--- src/slpe_pkg.sv ---
// Shared constants, types and tables of the status LED pattern engine.
`timescale 1ns / 1ps
`default_nettype none
package slpe_pkg;

  localparam int ELAPSED_W = 10;
  localparam int COUNT_W   = 11;
  localparam int FRAME_W   = 8;
  localparam int COLOR_W   = 8;
  localparam int MODE_W    = 3;
  localparam int INTV_W    = 9;
  localparam int ADDR_W    = 4;
  localparam int DATA_W    = 32;
  localparam int REG_IDX_W = 2;

  localparam logic [COUNT_W-1:0] COUNT_MAX = 11'd2047;

  localparam logic [MODE_W-1:0] MODE_SOLID   = 3'd0;
  localparam logic [MODE_W-1:0] MODE_BLINK   = 3'd1;
  localparam logic [MODE_W-1:0] MODE_PULSE   = 3'd2;
  localparam logic [MODE_W-1:0] MODE_RAINBOW = 3'd3;
  localparam logic [MODE_W-1:0] MODE_CHASE   = 3'd4;

  localparam logic [INTV_W-1:0] INTV_NONE    = 9'd0;
  localparam logic [INTV_W-1:0] INTV_BLINK   = 9'd500;
  localparam logic [INTV_W-1:0] INTV_PULSE   = 9'd50;
  localparam logic [INTV_W-1:0] INTV_RAINBOW = 9'd50;
  localparam logic [INTV_W-1:0] INTV_CHASE   = 9'd100;

  localparam logic [REG_IDX_W-1:0] REG_PATTERN = 2'd0;
  localparam logic [REG_IDX_W-1:0] REG_RED     = 2'd1;
  localparam logic [REG_IDX_W-1:0] REG_GREEN   = 2'd2;
  localparam logic [REG_IDX_W-1:0] REG_BLUE    = 2'd3;

  localparam logic [FRAME_W:0]   PULSE_FRAMES = 9'd100;
  localparam logic [FRAME_W-1:0] PULSE_STEP   = 8'd2;
  localparam logic [FRAME_W-1:0] RAINBOW_STEP = 8'd2;
  localparam logic [FRAME_W-1:0] CHASE_LAST   = 8'd9;

  localparam logic [COLOR_W-1:0] WHEEL_THIRD    = 8'd85;
  localparam logic [COLOR_W-1:0] WHEEL_TWOTHIRD = 8'd170;
  localparam logic [COLOR_W-1:0] COLOR_FULL     = 8'd255;

  typedef struct packed {
    logic [COLOR_W-1:0] red;
    logic [COLOR_W-1:0] green;
    logic [COLOR_W-1:0] blue;
  } rgb_t;

  typedef struct packed {
    logic              clear;
    logic [MODE_W-1:0] mode;
    rgb_t              color;
  } cfg_t;

  // Sine scale, one entry per even pulse frame.
  function automatic logic [COLOR_W-1:0] sine_scale(input logic [5:0] idx);
    logic [COLOR_W-1:0] s;
    case (idx)
      6'd0:  s = 8'd128;  6'd1:  s = 8'd144;  6'd2:  s = 8'd159;  6'd3:  s = 8'd175;
      6'd4:  s = 8'd189;  6'd5:  s = 8'd203;  6'd6:  s = 8'd215;  6'd7:  s = 8'd226;
      6'd8:  s = 8'd236;  6'd9:  s = 8'd243;  6'd10: s = 8'd249;  6'd11: s = 8'd253;
      6'd12: s = 8'd255;  6'd13: s = 8'd255;  6'd14: s = 8'd253;  6'd15: s = 8'd249;
      6'd16: s = 8'd243;  6'd17: s = 8'd236;  6'd18: s = 8'd226;  6'd19: s = 8'd215;
      6'd20: s = 8'd203;  6'd21: s = 8'd189;  6'd22: s = 8'd175;  6'd23: s = 8'd160;
      6'd24: s = 8'd144;  6'd25: s = 8'd128;  6'd26: s = 8'd112;  6'd27: s = 8'd96;
      6'd28: s = 8'd81;   6'd29: s = 8'd66;   6'd30: s = 8'd52;   6'd31: s = 8'd40;
      6'd32: s = 8'd29;   6'd33: s = 8'd20;   6'd34: s = 8'd12;   6'd35: s = 8'd6;
      6'd36: s = 8'd2;    6'd37: s = 8'd0;    6'd38: s = 8'd0;    6'd39: s = 8'd2;
      6'd40: s = 8'd6;    6'd41: s = 8'd12;   6'd42: s = 8'd19;   6'd43: s = 8'd29;
      6'd44: s = 8'd40;   6'd45: s = 8'd52;   6'd46: s = 8'd66;   6'd47: s = 8'd80;
      6'd48: s = 8'd95;   6'd49: s = 8'd111;
      default: s = 8'd0;
    endcase
    return s;
  endfunction

endpackage
`default_nettype wire

--- src/slpe_regs.sv ---
// Configuration register file with its APB-style access port.
`timescale 1ns / 1ps
`default_nettype none
module slpe_regs (
  input  logic                        clk,
  input  logic                        rst,
  input  logic                        psel,
  input  logic                        penable,
  input  logic                        pwrite,
  input  logic [slpe_pkg::ADDR_W-1:0] paddr,
  input  logic [slpe_pkg::DATA_W-1:0] pwdata,
  output logic [slpe_pkg::DATA_W-1:0] prdata,
  output logic                        pready,
  output slpe_pkg::cfg_t              cfg
);
  import slpe_pkg::*;

  logic                 wr;
  logic [REG_IDX_W-1:0] reg_idx;
  logic [MODE_W-1:0]    mode;
  rgb_t                 color;

  assign pready  = 1'b1;
  assign wr      = psel && penable && pwrite;
  assign reg_idx = paddr[ADDR_W-1:2];

  always_ff @(posedge clk) begin
    if (rst) begin
      mode  <= MODE_SOLID;
      color <= '0;
    end else if (wr) begin
      case (reg_idx)
        REG_PATTERN: mode        <= pwdata[MODE_W-1:0];
        REG_RED:     color.red   <= pwdata[COLOR_W-1:0];
        REG_GREEN:   color.green <= pwdata[COLOR_W-1:0];
        REG_BLUE:    color.blue  <= pwdata[COLOR_W-1:0];
        default: ;
      endcase
    end
  end

  always_comb begin
    case (reg_idx)
      REG_PATTERN: prdata = {{(DATA_W-MODE_W){1'b0}}, mode};
      REG_RED:     prdata = {{(DATA_W-COLOR_W){1'b0}}, color.red};
      REG_GREEN:   prdata = {{(DATA_W-COLOR_W){1'b0}}, color.green};
      REG_BLUE:    prdata = {{(DATA_W-COLOR_W){1'b0}}, color.blue};
      default:     prdata = '0;
    endcase
  end

  // A pattern write restarts the animation in the same cycle.
  assign cfg.clear = wr && (reg_idx == REG_PATTERN);
  assign cfg.mode  = mode;
  assign cfg.color = color;

endmodule
`default_nettype wire

--- src/slpe_frame.sv ---
// Next frame and frame colour for each animated pattern.
`timescale 1ns / 1ps
`default_nettype none
module slpe_frame (
  input  slpe_pkg::cfg_t               cfg,
  input  logic [slpe_pkg::FRAME_W-1:0] frame,
  output logic [slpe_pkg::FRAME_W-1:0] frame_next,
  output slpe_pkg::rgb_t               color_next
);
  import slpe_pkg::*;

  logic [FRAME_W:0]     pulse_sum;
  logic [FRAME_W-1:0]   pulse_frame;
  logic [COLOR_W-1:0]   scale;
  logic [2*COLOR_W-1:0] prod_r;
  logic [2*COLOR_W-1:0] prod_g;
  logic [2*COLOR_W-1:0] prod_b;
  logic [FRAME_W-1:0]   wheel_frame;
  logic [COLOR_W-1:0]   wp;
  logic [COLOR_W-1:0]   wq;
  logic [COLOR_W+1:0]   wq3_wide;
  logic [COLOR_W-1:0]   wq3;
  rgb_t                 wheel_color;
  logic [FRAME_W-1:0]   chase_frame;
  logic                 chase_lit;

  // Pulse: step by two, wrap at the table length.
  assign pulse_sum   = {1'b0, frame} + {1'b0, PULSE_STEP};
  assign pulse_frame = (pulse_sum >= PULSE_FRAMES) ? FRAME_W'(pulse_sum - PULSE_FRAMES)
                                                   : pulse_sum[FRAME_W-1:0];
  assign scale  = sine_scale(pulse_frame[6:1]);
  assign prod_r = cfg.color.red   * scale;
  assign prod_g = cfg.color.green * scale;
  assign prod_b = cfg.color.blue  * scale;

  // Rainbow: colour wheel of the reversed position.
  assign wheel_frame = frame + RAINBOW_STEP;
  assign wp          = ~wheel_frame;
  always_comb begin
    if (wp < WHEEL_THIRD) begin
      wq = wp;
    end else if (wp < WHEEL_TWOTHIRD) begin
      wq = wp - WHEEL_THIRD;
    end else begin
      wq = wp - WHEEL_TWOTHIRD;
    end
  end
  assign wq3_wide = {2'b00, wq} + {1'b0, wq, 1'b0};
  assign wq3      = wq3_wide[COLOR_W-1:0];
  always_comb begin
    if (wp < WHEEL_THIRD) begin
      wheel_color = '{red: COLOR_FULL - wq3, green: '0, blue: wq3};
    end else if (wp < WHEEL_TWOTHIRD) begin
      wheel_color = '{red: '0, green: wq3, blue: COLOR_FULL - wq3};
    end else begin
      wheel_color = '{red: wq3, green: COLOR_FULL - wq3, blue: '0};
    end
  end

  // Chase: count to ten, light on every third frame.
  assign chase_frame = (frame == CHASE_LAST) ? '0 : frame + 8'd1;
  always_comb begin
    case (chase_frame)
      8'd0, 8'd3, 8'd6, 8'd9: chase_lit = 1'b1;
      default:                chase_lit = 1'b0;
    endcase
  end

  always_comb begin
    frame_next = frame;
    color_next = '0;
    case (cfg.mode)
      MODE_BLINK: begin
        frame_next = (frame != '0) ? '0 : 8'd1;
        color_next = (frame != '0) ? rgb_t'('0) : cfg.color;
      end
      MODE_PULSE: begin
        frame_next = pulse_frame;
        color_next = '{red:   prod_r[2*COLOR_W-1:COLOR_W],
                       green: prod_g[2*COLOR_W-1:COLOR_W],
                       blue:  prod_b[2*COLOR_W-1:COLOR_W]};
      end
      MODE_RAINBOW: begin
        frame_next = wheel_frame;
        color_next = wheel_color;
      end
      MODE_CHASE: begin
        frame_next = chase_frame;
        color_next = chase_lit ? cfg.color : rgb_t'('0);
      end
      default: ;
    endcase
  end

endmodule
`default_nettype wire

--- src/slpe_engine.sv ---
// Time accumulator, frame state and result register with the item handshake.
`timescale 1ns / 1ps
`default_nettype none
module slpe_engine (
  input  logic                           clk,
  input  logic                           rst,
  input  slpe_pkg::cfg_t                 cfg,
  input  logic                           item_valid,
  output logic                           item_stall,
  input  logic [slpe_pkg::ELAPSED_W-1:0] elapsed_ms,
  output logic                           result_valid,
  input  logic                           result_stall,
  output logic [slpe_pkg::COLOR_W-1:0]   pixel_red,
  output logic [slpe_pkg::COLOR_W-1:0]   pixel_green,
  output logic [slpe_pkg::COLOR_W-1:0]   pixel_blue,
  output logic                           refresh
);
  import slpe_pkg::*;

  logic [COUNT_W-1:0] elapsed_count;
  logic [FRAME_W-1:0] frame_number;
  rgb_t               shown;
  logic [COUNT_W:0]   count_sum;
  logic [COUNT_W-1:0] count_sat;
  logic [INTV_W-1:0]  interval;
  logic               hit;
  logic               accept;
  logic [FRAME_W-1:0] frame_next;
  rgb_t               color_next;

  slpe_frame u_frame (
    .cfg        (cfg),
    .frame      (frame_number),
    .frame_next (frame_next),
    .color_next (color_next)
  );

  assign item_stall = result_valid && result_stall;
  assign accept     = item_valid && !item_stall;

  assign count_sum = {1'b0, elapsed_count} + {{(COUNT_W+1-ELAPSED_W){1'b0}}, elapsed_ms};
  assign count_sat = count_sum[COUNT_W] ? COUNT_MAX : count_sum[COUNT_W-1:0];

  always_comb begin
    case (cfg.mode)
      MODE_BLINK:   interval = INTV_BLINK;
      MODE_PULSE:   interval = INTV_PULSE;
      MODE_RAINBOW: interval = INTV_RAINBOW;
      MODE_CHASE:   interval = INTV_CHASE;
      default:      interval = INTV_NONE;
    endcase
  end

  assign hit = (interval != INTV_NONE) &&
               (count_sat >= {{(COUNT_W-INTV_W){1'b0}}, interval});

  always_ff @(posedge clk) begin
    if (rst) begin
      elapsed_count <= '0;
      frame_number  <= '0;
      shown         <= '0;
      refresh       <= 1'b0;
      result_valid  <= 1'b0;
    end else begin
      if (cfg.clear) begin
        elapsed_count <= '0;
        frame_number  <= '0;
      end else if (accept) begin
        elapsed_count <= hit ? '0 : count_sat;
        if (hit) begin
          frame_number <= frame_next;
        end
      end
      if (accept) begin
        if (cfg.mode == MODE_SOLID) begin
          shown <= cfg.color;
        end else if (hit) begin
          shown <= color_next;
        end
        refresh <= hit;
      end
      // Hold the result until taken; a new transaction refills it.
      if (accept) begin
        result_valid <= 1'b1;
      end else if (!result_stall) begin
        result_valid <= 1'b0;
      end
    end
  end

  assign pixel_red   = shown.red;
  assign pixel_green = shown.green;
  assign pixel_blue  = shown.blue;

endmodule
`default_nettype wire

--- src/status_led_pattern_engine_core.sv ---
// Top level of the status LED pattern engine.
//
// Each accepted transaction carries the milliseconds elapsed since the last
// one and yields exactly one result in the next cycle: the colour now on the
// pixel and a refresh flag set when a pattern frame advanced. A new item is
// taken in every cycle, so the sustained rate is one item per clock; the
// input stalls only while a finished result waits in the output register
// and the consumer stalls it. The elapsed-time add and interval compare and
// the pulse scale multiply all feed the result register. Writing the
// pattern register restarts the animation at frame 0.
`timescale 1ns / 1ps
`default_nettype none
module status_led_pattern_engine_core (
  input  logic                           clk,
  input  logic                           rst,
  input  logic                           psel,
  input  logic                           penable,
  input  logic                           pwrite,
  input  logic [slpe_pkg::ADDR_W-1:0]    paddr,
  input  logic [slpe_pkg::DATA_W-1:0]    pwdata,
  output logic [slpe_pkg::DATA_W-1:0]    prdata,
  output logic                           pready,
  input  logic                           item_valid,
  output logic                           item_stall,
  input  logic [slpe_pkg::ELAPSED_W-1:0] elapsed_ms,
  output logic                           result_valid,
  input  logic                           result_stall,
  output logic [slpe_pkg::COLOR_W-1:0]   pixel_red,
  output logic [slpe_pkg::COLOR_W-1:0]   pixel_green,
  output logic [slpe_pkg::COLOR_W-1:0]   pixel_blue,
  output logic                           refresh
);
  import slpe_pkg::*;

  cfg_t cfg;

  slpe_regs u_regs (
    .clk     (clk),
    .rst     (rst),
    .psel    (psel),
    .penable (penable),
    .pwrite  (pwrite),
    .paddr   (paddr),
    .pwdata  (pwdata),
    .prdata  (prdata),
    .pready  (pready),
    .cfg     (cfg)
  );

  slpe_engine u_engine (
    .clk          (clk),
    .rst          (rst),
    .cfg          (cfg),
    .item_valid   (item_valid),
    .item_stall   (item_stall),
    .elapsed_ms   (elapsed_ms),
    .result_valid (result_valid),
    .result_stall (result_stall),
    .pixel_red    (pixel_red),
    .pixel_green  (pixel_green),
    .pixel_blue   (pixel_blue),
    .refresh      (refresh)
  );

endmodule
`default_nettype wire

--- config.mk ---
export PLATFORM = sky130hd
export DESIGN_NAME = status_led_pattern_engine_core
export DESIGN_NICKNAME = d
export VERILOG_FILES = /design/src/slpe_pkg.sv /design/src/slpe_regs.sv /design/src/slpe_frame.sv /design/src/slpe_engine.sv /design/src/status_led_pattern_engine_core.sv
export SDC_FILE = /design/constraint.sdc
export NUM_CORES = 1
export LEC_CHECK = 0
export BUFFER_PORTS_ARGS = -buffer_cell sky130_fd_sc_hd__buf_2
export CELL_PAD_IN_SITES_DETAIL_PLACEMENT = 0
export CELL_PAD_IN_SITES_GLOBAL_PLACEMENT = 2
export CORE_MARGIN = 1
export CORE_UTILIZATION = 40
export DETAILED_ROUTE_END_ITERATION = 7
export GPL_ROUTABILITY_DRIVEN = 0
export GPL_TIMING_DRIVEN = 0
export MAX_ROUTING_LAYER = met4
export PLACE_DENSITY = 0.9
export SKIP_CTS_REPAIR_TIMING = 1
export SLEW_MARGIN = 20
export SYNTH_ARGS = -nofsm -noshare
export SYNTH_HDL_FRONTEND = slang
export SYNTH_SLANG_ARGS = --single-unit
--- constraint.sdc ---
create_clock -name clk -period 13.35 [get_ports clk]
set_input_delay 2.67 -clock clk [delete_from_list [all_inputs] [get_ports clk]]
set_output_delay 2.67 -clock clk [all_outputs]
set_load 0.005 [all_outputs]
==> results.cfg, run 1 <==
[run_status]
status = complete, no violations

[detailed_routing]
avgViaCountPerCell = 5.596
drtAntennaViolNets = 0
wl_mm = 39.56
drc = 0
drt-initial-drc-count = 1258
drtPass1Iterations = 5
vias = 11410
wire_per_inst_um = 19.40

[hold_path]
hp-class = register to register
min_from = u_engine.elapsed_count[0]$_SDFFE_PP0P_

[synth]
synthSimpleGateAreaFrac = 0.2076
synthAdderAreaFrac = 0.3310
ys_ff_latch = 72
ys_warn_count = 0
synthMuxAreaShare = 0.03901
synth_area_mm2 = 0.01245
syn_inst = 1544
synth_top_family_by_area = adder cells
ys.flop_type = dfxtp_1
syn_area_per_cell_um2 = 8.061
synth.yosys.seq_area_share = 0.1158
ys_types = 82
synth_xor_area_frac = 0.03338
synth_edf_count = 0
synth_compound_area_frac = 0.1755
synthArstFlopShare = 0

[worst_setup_path]
cp_common_cell = inv_1
critPathKind = register to register
endpoint_kind = register
cp_max_fo = 11
rrSetupSlack_ns = 2.26
critical_path.top_delay_family = buffers and inverters
critPathMaxStageDelay_ns = 0.62
r2r_start = u_engine.frame_number[1]$_SDFFE_PP0P_
critPathBufInv = 12
crit_slowest_cell = or4_1
start_kind = register
arrival_ns = 11.31
crit_required_ns = 13.57
crit_start = u_engine.frame_number[1]$_SDFFE_PP0P_

[global_routing]
grt_overflow = 0
grt_max_degree = 16
grt_pass1_wl_mm = 62.72
antenna_found_initial = 0
grt_pass1_vias = 11050
grt_use_total = 0.2647

[die]
die_h_um = 178.4
rows = 64
initial_core_util = 0.4069
die_w_um = 178.4
core-area_mm2 = 0.03059
die_area_mm2 = 0.03182
ios = 113

[timing]
fmax_mhz = 90.15
worstMarginPinSlew_ns = 1.045
holdWs_ns = 0.4615
skew_ns = 0.01765
finalCritPeriodShare = 0.8309
slew_headroom = 0.2976
drv_slew = 0
finalHoldViolCount = 0
rsz0062_at_grt = no
setup_violations = 0
fin_setup_tns_ns = 0
period_minus_slack_ns = 11.09

[finish]
seq_area_mm2 = 0.001441
postLayoutCoreUtil = 0.4458
area_delta_synth_final_pct = 9.581
fillers = 3155
multi_input_area_mm2 = 0.009882
drive_gt1_frac = 0.08886
antenna-diode-count = 0
fin_nets = 1956

[clock_network]
cts_buffers = 9
clockRootBuffer = clkbuf_16
cts.path.max_buffers = 2
htreeDepth = 3
clock_sinks = 72
clock_latency_ns = 0.37
cts_tree = built
path_clk_slew_ns = 0.07

[pwr]
p_per_area_mw_per_mm2 = 53.40
p_leak_nw = 6.733
power_mw = 0.7282
max-vdd-ir-drop_mv = 0.05989

[job]
drv_cap = 0

[placement]
io_buffers = 60
place.detailed.hpwl_mm = 31.04
-- Yosys cell counts, types with 22 or more instances --
library cell    n  share of area
inv_1         163          0.049
ha_1          158           0.16
nand2_1       125          0.038
nor2_1        109          0.033
and2_1        108          0.054
fa_1          107           0.17
clkbuf_1       82          0.025
a21oi_1        80          0.032
dfxtp_1        72           0.12
o21ai_0        50          0.020
nor2b_1        49          0.025
mux2i_1        35          0.028
nand3_1        29          0.012
buf_4          28          0.017
a211oi_1       27          0.016
xnor2_1        27          0.019
nor3_1         22         0.0088
-- metal layers --
metal / vias up / wire length [µm] / GRT usage
met4: 0 / 671 / 0.05826
met2: 410 / 16890 / 0.3916
met5: - / 0 / -
met3: 42 / 2688 / 0.03026
met1: 5562 / 19320 / 0.3836
li1: 5397 / - / -
-- worst min-delay path, delay by kind of cell (launching register included) --
family / cells / cell delay [ns]
AND/OR/NAND/NOR: 1 / 0.05
flip-flops: 1 / 0.31
AO/OA/AOI/OAI: 1 / 0.05
-- placed cells by master (no fill, tap or decap), drive strengths merged, types with 6 or more instances in the layout --
| cell | n |
|---|---|
| nor4 | 9 |
| nand2 | 125 |
| mux2i | 35 |
| o211ai | 10 |
| mux2 | 6 |
| nand3 | 29 |
| and2 | 108 |
| xnor2 | 28 |
| nand2b | 18 |
| o22ai | 11 |
| o21bai | 6 |
| a221oi | 12 |
| inv | 168 |
| nor3 | 23 |
| dfxtp | 72 |
| fa | 107 |
| a22o | 8 |
| conb | 25 |
| nand4 | 7 |
| a31oi | 14 |
| clkbuf | 91 |
| o31ai | 6 |
| a21o | 21 |
| nor2 | 109 |
| buf | 102 |
| and3 | 6 |
| a211oi | 27 |
| xor2 | 16 |
| ha | 158 |
| a22oi | 8 |
| o21ai | 52 |
| a311oi | 13 |
| nor2b | 49 |
| a21oi | 80 |
-- path summary, 6_finish.rpt --
kind | depth (start not counted) | endpoint
setup / recovery | 35 | u_engine.pixel_green[4]$_SDFFE_PP0P_
hold / removal | 2 | u_engine.elapsed_count[0]$_SDFFE_PP0P_
setup reg to reg | 35 | u_engine.pixel_green[4]$_SDFFE_PP0P_
hold reg to reg | 2 | u_engine.elapsed_count[0]$_SDFFE_PP0P_
-- per-stage QoR --
stage | setup WS [ns] | instance area [µm²] | std cells
after floorplan | 4.956 | 12530 | 1567
after global placement | 2.473 | 13330 | 2023
after detailed placement | 2.482 | 13330 | 2023
after CTS | 2.427 | 13640 | 2039
after global routing | 1.719 | 13640 | 2039
final | 2.258 | 13640 | 2039
-- cell families after synthesis --
| family | count (synthesis) |
|---|---|
| other | 2 |
| and+or+nand+nor | 508 |
| adders and majority gates | 265 |
| buffers and inverters | 289 |
| DFF | 72 |
| xor gates and xnor gates | 45 |
| muxes | 44 |
| AOI/OAI and AO/OA | 319 |
-- where the power goes --
| part | total [mW] | leakage [nW] | switching [mW] | internal, mW |
|---|---|---|---|---|
| logic | 0.226 | 6.00 | 0.145 | 0.0807 |
| registers | 0.231 | 0.587 | 0.00672 | 0.225 |
| clock network | 0.271 | 0.146 | 0.122 | 0.149 |
| total | 0.728 | 6.73 | 0.274 | 0.455 |
-- area by class of cell --
class / instances / share of cell area
Sequential cell: 72 / 0.1057
Timing Repair Buffer: 60 / 0.02202
Inverter: 165 / 0.04541
Clock inverter: 7 / 0.006239
Clock buffer: 9 / 0.01651
Multi-Input combinational cell: 1206 / 0.7246
Buffer: 124 / 0.04321
Tap cell: 396 / 0.03633
-- flip-flops by register name (all words and copies together), names as in the netlist --
signal and count:
u_regs.cfg 24, u_engine.result_valid 1, u_engine.pixel_green 8, u_regs.mode 3
u_engine.refresh 1, u_engine.elapsed_count 11, u_engine.pixel_blue 8, u_engine.pixel_red 8
u_engine.frame_number 8
(Power assumes the default switching activity.)
==> run 2: changes to the inputs <==
CORE_UTILIZATION = 37   (was 40)
PLACE_DENSITY = 0.84   (was 0.9)
clock period = 10.8 ns   (was 13.35 ns; I/O delays follow)
==> run 2 against run 1 <==
  * Register-to-register slack worse by 1.8 ns
  * Flip-flop and latch count unchanged
  * Worst setup slack got worse by 1.8 ns
  * Combinational power increased by 25%
  * Clock power rose by 7.4%
  * Sequential power up 24%
  * First-iteration DRC count down 26%
  * Cell area increased by 0.16%
  * Fmax up 7.7%
  * Count of clock-buffer cells in the layout increased by 1
  * Core utilization fell by 2.9 points
  * Clock skew is 0.00069 ns higher
  * Critical endpoint is now u_engine.pixel_blue[4]$_SDFFE_PP0P_
==> results.cfg, run 2 (synthesized netlist as in run 1, its figures left out) <==
[run_status]
status = complete, no violations

[die]
die_h_um = 185.4
die_w_um = 185.4
ios = 113
die_area_mm2 = 0.03438
rows = 66
initial_core_util = 0.3796
core-area_mm2 = 0.03278

[detailed_routing]
vias = 11300
drtPass1Iterations = 5
wl_mm = 40.52
drtAntennaViolNets = 0
drc = 0
avgViaCountPerCell = 5.420
drt-initial-drc-count = 930
wire_per_inst_um = 19.44

[pwr]
power_frac_comb = 0.328
pwr-share-seq = 0.333
power_switching_mw = 0.3246
intPower_mw = 0.5346
p_per_area_mw_per_mm2 = 62.89
p_leak_nw = 6.734
netSwitchingFraction = 0.3778
max-vdd-ir-drop_mv = 0.07744
p_clk_frac = 0.339

[timing]
worstMarginPinSlew_ns = 0.9703
finalHoldViolCount = 0
fmax_mhz = 97.05
setup_violations = 0
holdWs_ns = 0.4614
rsz0062_at_grt = yes
finalCritPeriodShare = 0.9541
period_minus_slack_ns = 10.30
slew_headroom = 0.3476
drv_slew = 0
skew_ns = 0.01833

[clock_network]
cts_buffers = 9
cts_tree = built
clock_latency_ns = 0.36
clockRootBuffer = clkbuf_16
cts.path.max_buffers = 2
path_clk_slew_ns = 0.06
htreeDepth = 3
clock_sinks = 72

[finish]
antenna-diode-count = 0
largest_register_ffs = 24
final_common_cell = inv_1
fin_nets = 1955
area_delta_synth_final_pct = 9.762
postLayoutCoreUtil = 0.4167
drive_gt1_frac = 0.09135
final_cell_mix = inv_1, ha_1, nand2_1

[global_routing]
grt_use_total = 0.2530
grt_use_met1 = 0.3588
met2_usage = 0.3819
grt_max_degree = 16
grt_pass1_wl_mm = 63.96
antenna_found_initial = 1
grt_pass1_vias = 11050
grt_overflow = 0
busiest_layer = met2
grt_util_met3 = 0.03598

[worst_setup_path]
critPathKind = register to register
cp_max_fo = 17
cp_common_cell = inv_1
arrival_ns = 10.50
crit_required_ns = 11.00
crit_slowest_cell = dfxtp_1
start_kind = register
critPathMaxStageDelay_ns = 0.64
endpoint_kind = register

[hold_path]
hp-class = register to register

[placement]
io_buffers = 60
place.detailed.hpwl_mm = 31.95

[job]
drv_cap = 0
==> run 2: critical path: cells and delay by family, from the launching register on <==
family	cells	cell delay, ns
and+or+nand+nor	3	0.67
DFF	1	0.64
AOI/OAI and AO/OA	11	3.17
buffers and inverters	9	2.27
adders and majority gates	7	3.19
xor gates and xnor gates	1	0.16
==> run 2: worst paths after layout <==
path,start,end,slack [ns],cells past startpoint
worst max-delay path,u_engine.frame_number[1]$_SDFFE_PP0P_,u_engine.pixel_blue[4]$_SDFFE_PP0P_,0.50,31
worst min-delay path,u_engine.elapsed_count[0]$_SDFFE_PP0P_,u_engine.elapsed_count[0]$_SDFFE_PP0P_,0.46,2
worst max register to register,u_engine.frame_number[1]$_SDFFE_PP0P_,u_engine.pixel_blue[4]$_SDFFE_PP0P_,0.50,31
worst min register to register,u_engine.elapsed_count[0]$_SDFFE_PP0P_,u_engine.elapsed_count[0]$_SDFFE_PP0P_,0.46,2
==> run 2: power groups by stage <==
stage	logic [mW]	clock network (mW)	registers [mW]
after floorplan	0.188	0	0.290
after global placement	0.277	0	0.292
after detailed placement	0.278	0	0.292
after CTS	0.280	0.297	0.286
after global routing	0.313	0.310	0.288
final	0.282	0.291	0.286
==> run 2: per-stage QoR <==
step	worst slack (ns)	TNS, ns	cells	cell area (µm²)	total power [mW]
CTS	-0.01271	-0.01441	2085	13660	0.8634
floorplan	2.406	0	1567	12530	0.4781
detailed placement	0.03812	0	2069	13390	0.5701
finish	0.4962	0	2084	13660	0.8592
global route	-0.005405	-0.005405	2084	13660	0.9109
global placement	0.01090	0	2069	13390	0.5687
==> run 2: area by class of cell <==
| cell class | count | area (µm²) |
|---|---|---|
| multi-input combinational | 1206 | 9882 |
| buffer | 123 | 591.8 |
| inverter | 165 | 619.3 |
| sequential | 72 | 1441 |
| fill | 3396 | 19120 |
| clock buffer | 10 | 229.0 |
| clock inverter | 6 | 43.79 |
| timing repair buffer | 60 | 300.3 |
| tap | 442 | 553.0 |
==> run 2: layer usage <==
metal	share of wire	routed length [µm]	vias up
li1	-	-	5406
met1	0.50	20220	5486
met2	0.43	17440	369
met3	0.057	2311	34
met4	0.013	542	0
met5	0	0	-
